$ cat config.mk
export PLATFORM = sky130hd
export DESIGN_NAME = nec_ir_frame_decoder_top_flat
export DESIGN_NICKNAME = d
export VERILOG_FILES = /design/src/rtl/core/necir_pkg.sv /design/src/rtl/core/necir_if.sv /design/src/rtl/core/necir_engine.sv /design/src/rtl/core/nec_ir_frame_decoder_top.sv /design/src/flat_wrapper.sv
export VERILOG_INCLUDE_DIRS = /design/src /design/src/rtl/core
export SDC_FILE = /design/constraint.sdc
export NUM_CORES = 1
export LEC_CHECK = 0
export BUFFER_PORTS_ARGS = -buffer_cell sky130_fd_sc_hd__buf_2
export CAP_MARGIN = 20
export CORE_ASPECT_RATIO = 1.4
export CORE_UTILIZATION = 54
export CTS_CLUSTER_SIZE = 14
export DETAILED_ROUTE_END_ITERATION = 10
export GPL_ROUTABILITY_DRIVEN = 0
export PLACE_DENSITY = 0.71
export SLEW_MARGIN = 15
export SYNTH_ARGS = -nofsm -noshare
export SYNTH_HDL_FRONTEND = slang
export SYNTH_SLANG_ARGS = --single-unit
export TNS_END_PERCENT = 20
$ cat constraint.sdc
create_clock -name clock -period 11.47 [get_ports clock]
set_clock_uncertainty 0.05 [all_clocks]
set_input_delay 1.7205 -clock clock [delete_from_list [all_inputs] [get_ports clock]]
set_output_delay 1.7205 -clock clock [all_outputs]
set_load 0.02 [all_outputs]
$ cat src/rtl/core/nec_ir_frame_decoder_top_assert.svh
// Assertion macros shared by the decoder RTL.
// Each macro checks one property on the rising clock edge, and is held off while reset is high.
`ifndef NEC_IR_FRAME_DECODER_TOP_ASSERT_SVH
`define NEC_IR_FRAME_DECODER_TOP_ASSERT_SVH

// The consequent must hold in the same cycle as the antecedent.
`define NECIR_ASSERT_NOW(label, ante, cons, msg) \
   label: assert property (@(posedge clock) disable iff (reset) (ante) |-> (cons)) \
      else $error(msg);

// The consequent must hold in the cycle after the antecedent.
`define NECIR_ASSERT_NEXT(label, ante, cons, msg) \
   label: assert property (@(posedge clock) disable iff (reset) (ante) |=> (cons)) \
      else $error(msg);

`endif

$ cat src/rtl/core/necir_pkg.sv
`timescale 1ns / 1ps
package necir_pkg;

   localparam int unsigned TICK_WIDTH  = 16;
   localparam int unsigned BYTE_WIDTH  = 8;
   localparam int unsigned CSR_INDEX_WIDTH = 3;
   localparam int unsigned FRAME_WIDTH = 32;
   localparam int unsigned BIT_COUNT_WIDTH = $clog2(FRAME_WIDTH);

   localparam logic [BIT_COUNT_WIDTH-1:0] BIT_COUNT_LAST = BIT_COUNT_WIDTH'(FRAME_WIDTH - 1);

   // Configuration register indexes.
   localparam logic [CSR_INDEX_WIDTH-1:0] CSR_START_NOMINAL    = 3'd0;
   localparam logic [CSR_INDEX_WIDTH-1:0] CSR_REPEAT_NOMINAL   = 3'd1;
   localparam logic [CSR_INDEX_WIDTH-1:0] CSR_ZERO_NOMINAL     = 3'd2;
   localparam logic [CSR_INDEX_WIDTH-1:0] CSR_ONE_NOMINAL      = 3'd3;
   localparam logic [CSR_INDEX_WIDTH-1:0] CSR_HEADER_TOLERANCE = 3'd4;
   localparam logic [CSR_INDEX_WIDTH-1:0] CSR_BIT_TOLERANCE    = 3'd5;

   // Configuration reset values.
   localparam logic [TICK_WIDTH-1:0] START_NOMINAL_RESET    = 16'd12480;
   localparam logic [TICK_WIDTH-1:0] REPEAT_NOMINAL_RESET   = 16'd10368;
   localparam logic [TICK_WIDTH-1:0] ZERO_NOMINAL_RESET     = 16'd1032;
   localparam logic [TICK_WIDTH-1:0] ONE_NOMINAL_RESET      = 16'd2074;
   localparam logic [TICK_WIDTH-1:0] HEADER_TOLERANCE_RESET = 16'd500;
   localparam logic [TICK_WIDTH-1:0] BIT_TOLERANCE_RESET    = 16'd300;

   typedef enum logic [1:0] {
      PHASE_IDLE   = 2'd0,
      PHASE_HEADER = 2'd1,
      PHASE_DATA   = 2'd2
   } phase_type;

   typedef struct packed {
      logic [TICK_WIDTH-1:0] start_nominal;
      logic [TICK_WIDTH-1:0] repeat_nominal;
      logic [TICK_WIDTH-1:0] zero_nominal;
      logic [TICK_WIDTH-1:0] one_nominal;
      logic [TICK_WIDTH-1:0] header_tolerance;
      logic [TICK_WIDTH-1:0] bit_tolerance;
   } cfg_type;

   typedef struct packed {
      logic                  frame_ready;
      logic                  frame_rejected;
      logic                  repeat_seen;
      logic [BYTE_WIDTH-1:0] address_out;
      logic [BYTE_WIDTH-1:0] command_out;
   } rsp_type;

   // True when nom - tol < v < nom + tol, evaluated without wrap. The lower
   // bound is rewritten as v + tol > nom so that everything stays unsigned.
   function automatic logic necir_in_window(logic [TICK_WIDTH-1:0] v,
                                            logic [TICK_WIDTH-1:0] nom,
                                            logic [TICK_WIDTH-1:0] tol);
      logic [TICK_WIDTH:0] low_sum;
      logic [TICK_WIDTH:0] high_sum;
      low_sum  = {1'b0, v} + {1'b0, tol};
      high_sum = {1'b0, nom} + {1'b0, tol};
      return (low_sum > {1'b0, nom}) && ({1'b0, v} < high_sum);
   endfunction

endpackage

$ cat src/rtl/core/necir_if.sv
`timescale 1ns / 1ps
// Input channel: one word is one falling edge with its measured interval.
interface necir_req_if
   import necir_pkg::*;
();
   logic                  valid;
   logic                  ready;
   logic [TICK_WIDTH-1:0] interval_ticks;

   modport source (output valid, output interval_ticks, input ready);
   modport sink (input valid, input interval_ticks, output ready);
endinterface

// Result channel: one word per input edge.
interface necir_rsp_if
   import necir_pkg::*;
();
   logic                  valid;
   logic                  ready;
   logic                  frame_ready;
   logic                  frame_rejected;
   logic                  repeat_seen;
   logic [BYTE_WIDTH-1:0] address_out;
   logic [BYTE_WIDTH-1:0] command_out;

   modport source (output valid, output frame_ready, output frame_rejected,
                   output repeat_seen, output address_out, output command_out,
                   input ready);
   modport sink (input valid, input frame_ready, input frame_rejected,
                 input repeat_seen, input address_out, input command_out,
                 output ready);
endinterface

$ cat src/rtl/core/necir_engine.sv
`timescale 1ns / 1ps
module necir_engine
   import necir_pkg::*;
(
   input  logic                  clock,
   input  logic                  reset,
   input  logic                  step,
   input  logic [TICK_WIDTH-1:0] ticks,
   input  cfg_type               cfg,
   output rsp_type               result
);

   phase_type                  phase_ff, phase_in;
   logic [BIT_COUNT_WIDTH-1:0] bit_count_ff, bit_count_in;
   logic [FRAME_WIDTH-1:0]     frame_ff, frame_in;
   logic [BYTE_WIDTH-1:0]      address_ff, address_in;
   logic [BYTE_WIDTH-1:0]      command_ff, command_in;

   logic start_hit, repeat_hit, zero_hit, one_hit, bit_good, last_bit, checks_pass;

   assign start_hit  = necir_in_window(ticks, cfg.start_nominal, cfg.header_tolerance);
   assign repeat_hit = necir_in_window(ticks, cfg.repeat_nominal, cfg.header_tolerance);
   assign zero_hit   = necir_in_window(ticks, cfg.zero_nominal, cfg.bit_tolerance);
   assign one_hit    = necir_in_window(ticks, cfg.one_nominal, cfg.bit_tolerance);
   assign bit_good   = zero_hit || one_hit;
   assign last_bit   = (bit_count_ff == BIT_COUNT_LAST);

   // Both byte pairs must be bitwise complements, checked on the frame that
   // already includes the bit arriving now.
   assign checks_pass = (frame_in[7:0] == ~frame_in[15:8]) &&
                        (frame_in[23:16] == ~frame_in[31:24]);

   // Next phase.
   always_comb begin
      phase_in = phase_ff;
      if (step) begin
         unique case (phase_ff)
            PHASE_HEADER: begin
               phase_in = start_hit ? PHASE_DATA : PHASE_IDLE;
            end
            PHASE_DATA: begin
               phase_in = (bit_good && !last_bit) ? PHASE_DATA : PHASE_IDLE;
            end
            default: begin
               phase_in = PHASE_HEADER;
            end
         endcase
      end
   end

   // Frame assembly, latches and the result word.
   always_comb begin
      bit_count_in = bit_count_ff;
      frame_in     = frame_ff;
      address_in   = address_ff;
      command_in   = command_ff;
      result       = '0;
      if (step) begin
         unique case (phase_ff)
            PHASE_HEADER: begin
               bit_count_in       = '0;
               result.repeat_seen = !start_hit && repeat_hit;
            end
            PHASE_DATA: begin
               if (bit_good) begin
                  // The zero window wins where the two bit windows overlap.
                  frame_in[bit_count_ff] = !zero_hit;
               end
               if (!bit_good || last_bit) begin
                  bit_count_in = '0;
               end else begin
                  bit_count_in = bit_count_ff + 1'b1;
               end
               if (bit_good && last_bit) begin
                  result.frame_ready    = checks_pass;
                  result.frame_rejected = !checks_pass;
                  if (checks_pass) begin
                     address_in = frame_in[7:0];
                     command_in = frame_in[23:16];
                  end
               end
            end
            default: begin
               bit_count_in = '0;
            end
         endcase
      end
      result.address_out = address_in;
      result.command_out = command_in;
   end

   always_ff @(posedge clock) begin
      if (reset) begin
         phase_ff     <= PHASE_IDLE;
         bit_count_ff <= '0;
         frame_ff     <= '0;
         address_ff   <= '0;
         command_ff   <= '0;
      end else begin
         phase_ff     <= phase_in;
         bit_count_ff <= bit_count_in;
         frame_ff     <= frame_in;
         address_ff   <= address_in;
         command_ff   <= command_in;
      end
   end

endmodule

$ cat src/rtl/core/nec_ir_frame_decoder_top.sv
// NEC infrared frame decoder: one input word per receiver falling edge.
// A result word is registered on rsp_if after its input word passes the input register and the decode stage.
// Throughput: one word per cycle while rsp_if is ready, set by the single decode stage between the
// input register and the result register; a stall on rsp_if backs up into req_if.ready.
// Reset (synchronous, active high): phase idle, bit count and latches zero,
// configuration registers back to their default NEC timing values.
`timescale 1ns / 1ps
`include "nec_ir_frame_decoder_top_assert.svh"
module nec_ir_frame_decoder_top
   import necir_pkg::*;
(
   input  logic                       clock,
   input  logic                       reset,
   necir_req_if.sink                  req_if,
   necir_rsp_if.source                rsp_if,
   input  logic                       csr_write_enable,
   input  logic [CSR_INDEX_WIDTH-1:0] csr_index,
   input  logic [TICK_WIDTH-1:0]      csr_write_data
);

   // Configuration registers. Writes to indexes past the last register are
   // dropped.
   cfg_type cfg_ff, cfg_in;

   always_comb begin
      cfg_in = cfg_ff;
      if (csr_write_enable) begin
         unique case (csr_index)
            CSR_START_NOMINAL:    cfg_in.start_nominal    = csr_write_data;
            CSR_REPEAT_NOMINAL:   cfg_in.repeat_nominal   = csr_write_data;
            CSR_ZERO_NOMINAL:     cfg_in.zero_nominal     = csr_write_data;
            CSR_ONE_NOMINAL:      cfg_in.one_nominal      = csr_write_data;
            CSR_HEADER_TOLERANCE: cfg_in.header_tolerance = csr_write_data;
            CSR_BIT_TOLERANCE:    cfg_in.bit_tolerance    = csr_write_data;
            default: begin
            end
         endcase
      end
   end

   always_ff @(posedge clock) begin
      if (reset) begin
         cfg_ff.start_nominal    <= START_NOMINAL_RESET;
         cfg_ff.repeat_nominal   <= REPEAT_NOMINAL_RESET;
         cfg_ff.zero_nominal     <= ZERO_NOMINAL_RESET;
         cfg_ff.one_nominal      <= ONE_NOMINAL_RESET;
         cfg_ff.header_tolerance <= HEADER_TOLERANCE_RESET;
         cfg_ff.bit_tolerance    <= BIT_TOLERANCE_RESET;
      end else begin
         cfg_ff <= cfg_in;
      end
   end

   // The input register holds one word. The decode stage fires when that word
   // is present and the result register is free or being emptied this cycle,
   // so a new word can enter every cycle while the output keeps flowing.
   logic                  in_valid_ff, in_valid_in;
   logic [TICK_WIDTH-1:0] ticks_ff, ticks_in;
   logic                  rsp_valid_ff, rsp_valid_in;
   rsp_type               rsp_ff, rsp_in;
   rsp_type               decoded;
   logic                  fire;
   logic                  req_take;

   assign fire     = in_valid_ff && (!rsp_valid_ff || rsp_if.ready);
   assign req_take = req_if.valid && req_if.ready;

   assign req_if.ready = !in_valid_ff || fire;

   always_comb begin
      in_valid_in = in_valid_ff;
      ticks_in    = ticks_ff;
      if (req_take) begin
         in_valid_in = 1'b1;
         ticks_in    = req_if.interval_ticks;
      end else if (fire) begin
         in_valid_in = 1'b0;
      end
   end

   // The decode engine keeps the phase, bit counter, frame and latches and
   // advances them exactly once per word that passes through the stage.
   necir_engine u_engine (
      .clock  (clock),
      .reset  (reset),
      .step   (fire),
      .ticks  (ticks_ff),
      .cfg    (cfg_ff),
      .result (decoded)
   );

   always_comb begin
      rsp_valid_in = rsp_valid_ff;
      rsp_in       = rsp_ff;
      if (fire) begin
         rsp_valid_in = 1'b1;
         rsp_in       = decoded;
      end else if (rsp_if.ready) begin
         rsp_valid_in = 1'b0;
      end
   end

   always_ff @(posedge clock) begin
      if (reset) begin
         in_valid_ff  <= 1'b0;
         rsp_valid_ff <= 1'b0;
      end else begin
         in_valid_ff  <= in_valid_in;
         rsp_valid_ff <= rsp_valid_in;
      end
   end

   always_ff @(posedge clock) begin
      ticks_ff <= ticks_in;
      rsp_ff   <= rsp_in;
   end

   assign rsp_if.valid          = rsp_valid_ff;
   assign rsp_if.frame_ready    = rsp_ff.frame_ready;
   assign rsp_if.frame_rejected = rsp_ff.frame_rejected;
   assign rsp_if.repeat_seen    = rsp_ff.repeat_seen;
   assign rsp_if.address_out    = rsp_ff.address_out;
   assign rsp_if.command_out    = rsp_ff.command_out;

   // A decoded edge always lands in the result register.
   `NECIR_ASSERT_NEXT(a_fire_fills_rsp, fire, rsp_valid_ff,
      "decoded word did not reach the result register")

   // At most one of the three event flags can describe a single edge.
   `NECIR_ASSERT_NOW(a_flags_exclusive, rsp_valid_ff,
      $onehot0({rsp_ff.frame_ready, rsp_ff.frame_rejected, rsp_ff.repeat_seen}),
      "more than one event flag set in one result word")

   // A word waiting in the input register is neither lost nor altered.
   `NECIR_ASSERT_NEXT(a_input_held, in_valid_ff && !fire, in_valid_ff && $stable(ticks_ff),
      "pending input word was dropped or changed while stalled")

endmodule
$ cat src/flat_wrapper.sv
// flat-port wrapper written by rule: the top's interface ports become plain ports
module nec_ir_frame_decoder_top_flat import necir_pkg::*;
  (clock, reset, csr_write_enable, csr_index, csr_write_data, req_if_valid, req_if_interval_ticks, req_if_ready, rsp_if_valid, rsp_if_frame_ready, rsp_if_frame_rejected, rsp_if_repeat_seen, rsp_if_address_out, rsp_if_command_out, rsp_if_ready);
  necir_req_if req_if_i ();
  necir_rsp_if rsp_if_i ();
  input  logic clock;
  input  logic reset;
  input  logic csr_write_enable;
  input  logic [CSR_INDEX_WIDTH-1:0] csr_index;
  input  logic [TICK_WIDTH-1:0] csr_write_data;
  input wire logic [$bits(req_if_i.valid)-1:0] req_if_valid;
  input wire logic [$bits(req_if_i.interval_ticks)-1:0] req_if_interval_ticks;
  output wire logic [$bits(req_if_i.ready)-1:0] req_if_ready;
  output wire logic [$bits(rsp_if_i.valid)-1:0] rsp_if_valid;
  output wire logic [$bits(rsp_if_i.frame_ready)-1:0] rsp_if_frame_ready;
  output wire logic [$bits(rsp_if_i.frame_rejected)-1:0] rsp_if_frame_rejected;
  output wire logic [$bits(rsp_if_i.repeat_seen)-1:0] rsp_if_repeat_seen;
  output wire logic [$bits(rsp_if_i.address_out)-1:0] rsp_if_address_out;
  output wire logic [$bits(rsp_if_i.command_out)-1:0] rsp_if_command_out;
  input wire logic [$bits(rsp_if_i.ready)-1:0] rsp_if_ready;
  assign req_if_i.valid = req_if_valid;
  assign req_if_i.interval_ticks = req_if_interval_ticks;
  assign req_if_ready = req_if_i.ready;
  assign rsp_if_valid = rsp_if_i.valid;
  assign rsp_if_frame_ready = rsp_if_i.frame_ready;
  assign rsp_if_frame_rejected = rsp_if_i.frame_rejected;
  assign rsp_if_repeat_seen = rsp_if_i.repeat_seen;
  assign rsp_if_address_out = rsp_if_i.address_out;
  assign rsp_if_command_out = rsp_if_i.command_out;
  assign rsp_if_i.ready = rsp_if_ready;
  nec_ir_frame_decoder_top u_core (.clock(clock), .reset(reset), .req_if(req_if_i), .rsp_if(rsp_if_i), .csr_write_enable(csr_write_enable), .csr_index(csr_index), .csr_write_data(csr_write_data));
endmodule
==> results.md <==
| Result | This run | Unit |
|---|---|---|
| Die ar. | 0.0275 | mm² |
| Post-detailed-routing wire length | 41,200 | µm |
| Instance count of the mapped netlist | 1,767 | - |
| RSZ-0062 raised after global routing | no | - |
| Standard cell core area | 0.0262 | mm² |
| Synthesized flop and latch total | 188 | - |
| Cts repair resizes | 0 | - |
| Finish-stage setup viols | 0 | - |
| Layout-stage area growth over the synthesis result | 7.81 | % |
| Mapped Area | 0.0145 | mm² |
| Data arrival at the endpoint of the critical path | 7.54 | ns |
| Global-route usage over all layers | 30.7 | % |
| Number of cell rows | 70 | - |
| Global-route wire length before repair | 65,300 | µm |
| Max-slew violation count | 0 | - |
| Pin count of the biggest net entering global routing | 78 | - |
| Class of the most critical setup path | reg -> reg | - |
| Portion of the post-synthesis area used by sequential elements | 28.4 | % |
| HP Start | u_core.u_engine.address_ff[3]$_SDFF_PP0_ | - |
| Share of layout cells above drive strength 1 | 7.54 | % |
| TritonCTS clock tree | yes | - |
| Overall power | 1700 | µW |
| Fmax achieved | 0.139 | GHz |
| Buffer levels on the longest clock path | 2 | - |
| Sum of overflow across all layers after global routing | 0 | - |
| Most common flop cell mapped by yosys | dfxtp_1 | - |
| Number of synthesized flops with an enable pin | 35 | - |
| Average cell area after synthesis | 8.19 | µm² |
| Critical Path Fanout Max | 49 | - |
| Cts hold-fix bufs | 0 | - |
| Warning count from the yosys run | 0 | - |
| Initial antenna violation count | 0 | - |
| Clock insertion delay at the later pin of the skew report | 0.47 | ns |
| Crit. End Element | flip-flop | - |
| Cell chosen for the clock root | clkbuf_16 | - |
| Mean number of vias per cell | 6.14 | - |
| Peak ir drop on the vdd network | 0.000116 | V |
| Commonest non-fill, non-tap cells in the layout | 262 x nand2_1, 227 x ha_1, 197 x a21oi_1 | - |
| Detail-routed net length per standard cell | 19.4 | µm |
| Initial core utilization | 55.2 | % |
| Number of detailed-routing iterations run before antenna repair | 5 | - |
| Yosys cell types | 71 | - |
| Routed via count | 13,100 | - |
| Status | finished, final reports clean | - |
| Commonest non-fill, non-tap cell in the layout | nand2_1 | - |
| Die width | 140 | µm |
| Period utilization | 62.8 | % |
| Fillers | 2,342 | - |
| CTS Sinks | 188 | - |
| Library cell occupying the most area in the post-synthesis netlist | dfxtp_1 | - |
| Leakage component of the power | 0.00648 | µW |
| Number of global-route vias before repair | 12,900 | - |
| Startpoint type of the worst setup path | flip-flop | - |
| Tightest Pin Transition | 1.13 | ns |
| Remaining design rule violation count | 0 | - |
| Tightest slew margin relative to the limit | 25.0 | % |
| Clock transition time at the flip-flop clock pins of the worst setup and hold paths | 0.09 | ns |
| Class of the worst hold path | reg -> reg | - |
| Port Buf Inserts | 60 | - |
| Fraction of synthesized cell area taken by the top area cell type | 21.2 | % |
| Fin nets | 2,063 | - |
| Post-synthesis net count | 2,040 | - |
| Starting DRT DRC Count | 804 | - |
| Power Dens Cells | 109 | mW/mm² |
| Count of antenna-violating nets left after detailed routing | 0 | - |
| Final critical delay including setup and external delays | 7.20 | ns |
| Max-capacitance violation count | 0 | - |
| Vertical die dimension | 196 | µm |
| Final Hold Viols | 0 | - |
| Beginning of the critical path | u_core.cfg_ff[1]$_SDFFE_PP0P_ | - |
| CTS H-Tree Depth | 4 | - |
| Placed wire-length estimate after detailed placement | 30,800 | µm |
| Number of buffers created by CTS | 17 | - |
| Worst r2r src | u_core.cfg_ff[1]$_SDFFE_PP0P_ | - |
| Top cells by area, synth | dfxtp_1 21%, ha_1 20%, edfxtp_1 7.3% | - |
| Number of top-level design ports | 61 | - |
| Worst path required time | 11.81 | ns |
| Post-CTS setup repair buffer count | 0 | - |
| Post-route setup TNS | 0 | ns |
| Share of flip-flops with an asynchronous set or reset | 0 | % |
[through the flow]
step                      hold WS [ns]  cells  worst slack (ns)  instance area, µm²  utilization [%]
after floorplan                  0.390   1767              5.53               14500                -
after global placement           0.394   2095              4.47               15000             57.2
after detailed placement         0.402   2095              4.40               15000             57.2
after CTS                        0.414   2127              4.36               15600             59.6
after global routing             0.429   2127              3.78               15600             59.6
final                            0.413   2128              4.27               15600             59.6
[synth_stat cells, types with 15 or more instances]
cell / instances
o21bai_1: 31
a21oi_1: 197
and3_1: 15
xnor2_1: 54
nand2b_1: 15
nand2_1: 262
nor3_1: 30
nor2_1: 131
nand4_1: 43
nand3_1: 26
ha_1: 227
a21o_1: 28
inv_1: 117
xor2_1: 44
o22ai_1: 21
dfxtp_1: 153
clkbuf_1: 51
o21a_1: 28
o21ai_0: 41
edfxtp_1: 35
nor2b_1: 17
a211oi_1: 38
[layer usage]
metal | global-route usage, % | vias up | routed length (µm)
li1 | - | 6359 | -
met1 | 32.6 | 6206 | 15500
met2 | 56.6 | 345 | 21300
met3 | 4.25 | 149 | 1760
met4 | 19.8 | 0 | 2600
met5 | 0 | - | 0
[state kept, by name, indices dropped and copies added, names as in the netlist]
signal	cells
u_core.cfg_ff	96
u_core.u_engine.frame_ff	32
u_core.ticks_ff	16
u_core.rsp_if.address_out	8
u_core.rsp_if.command_out	8
u_core.u_engine.address_ff	8
u_core.u_engine.command_ff	8
u_core.u_engine.bit_count_ff	5
u_core.u_engine.phase_ff	2
u_core.in_valid_ff	1
u_core.rsp_if.frame_ready	1
u_core.rsp_if.frame_rejected	1
u_core.rsp_if.repeat_seen	1
u_core.rsp_if.valid	1
[kinds of logic after synthesis]
family | count (synthesis) | share of synthesized area, %
simple gates | 583 | 18.4
compound gates | 483 | 21.6
fa+ha+maj | 233 | 20.5
flops | 188 | 28.4
buf+inv | 182 | 5.12
xor+xnor | 98 | 5.93
[layout make-up]
| type | instances | area [µm²] | area share (%) |
|---|---|---|---|
| diodes | 1 | 2.50 | 0.0160 |
| clock buffers | 17 | 425 | 2.73 |
| clock inverters | 15 | 203 | 1.30 |
| well taps | 324 | 405 | 2.60 |
| inverters | 117 | 439 | 2.82 |
| flip-flops and latches | 188 | 4110 | 26.4 |
| multi-input cells | 1397 | 9640 | 61.8 |
| repair buffers | 69 | 370 | 2.37 |
[report_power, final]
part           internal, µW  switching, µW  total, µW
Sequential              688           22.5        710
Clock                   304            333        637
Combinational           136            214        350
[worst max-delay path, cell delays in order (launching register included)]
cell and delay, ns:
dfxtp_1 0.53, ha_1 0.29, a21o_1 0.16, a21oi_1 0.23, o21bai_1 0.09, a21oi_1 0.25, o21bai_1 0.10, a21oi_1 0.26
nor2_1 0.10, o21a_1 0.19, o41ai_1 0.65, o21ba_2 0.22, o21ai_0 0.08, o211ai_1 0.10, ha_1 0.28, o21ai_0 0.20
nand2b_1 0.08, a31oi_1 0.21, o31ai_1 0.11, o211ai_1 0.22, o21ai_4 0.09, buf_4 0.30, o32ai_1 0.45, xor2_1 0.22
nand4_1 0.20, nor4_4 0.95, nand4_1 0.25, a21oi_1 0.22
[final timing paths]
path | end | slack [ns] | cells past startpoint
hold reg to reg | u_core.u_engine.address_ff[3]$_SDFF_PP0_ | 0.41 | 2
hold / removal | u_core.u_engine.address_ff[3]$_SDFF_PP0_ | 0.41 | 2
setup reg to reg | u_core.u_engine.command_ff[3]$_SDFF_PP0_ | 4.27 | 27
setup / recovery | u_core.u_engine.command_ff[3]$_SDFF_PP0_ | 4.27 | 27
No activity file was read; power rests on OpenSTA's default activity.
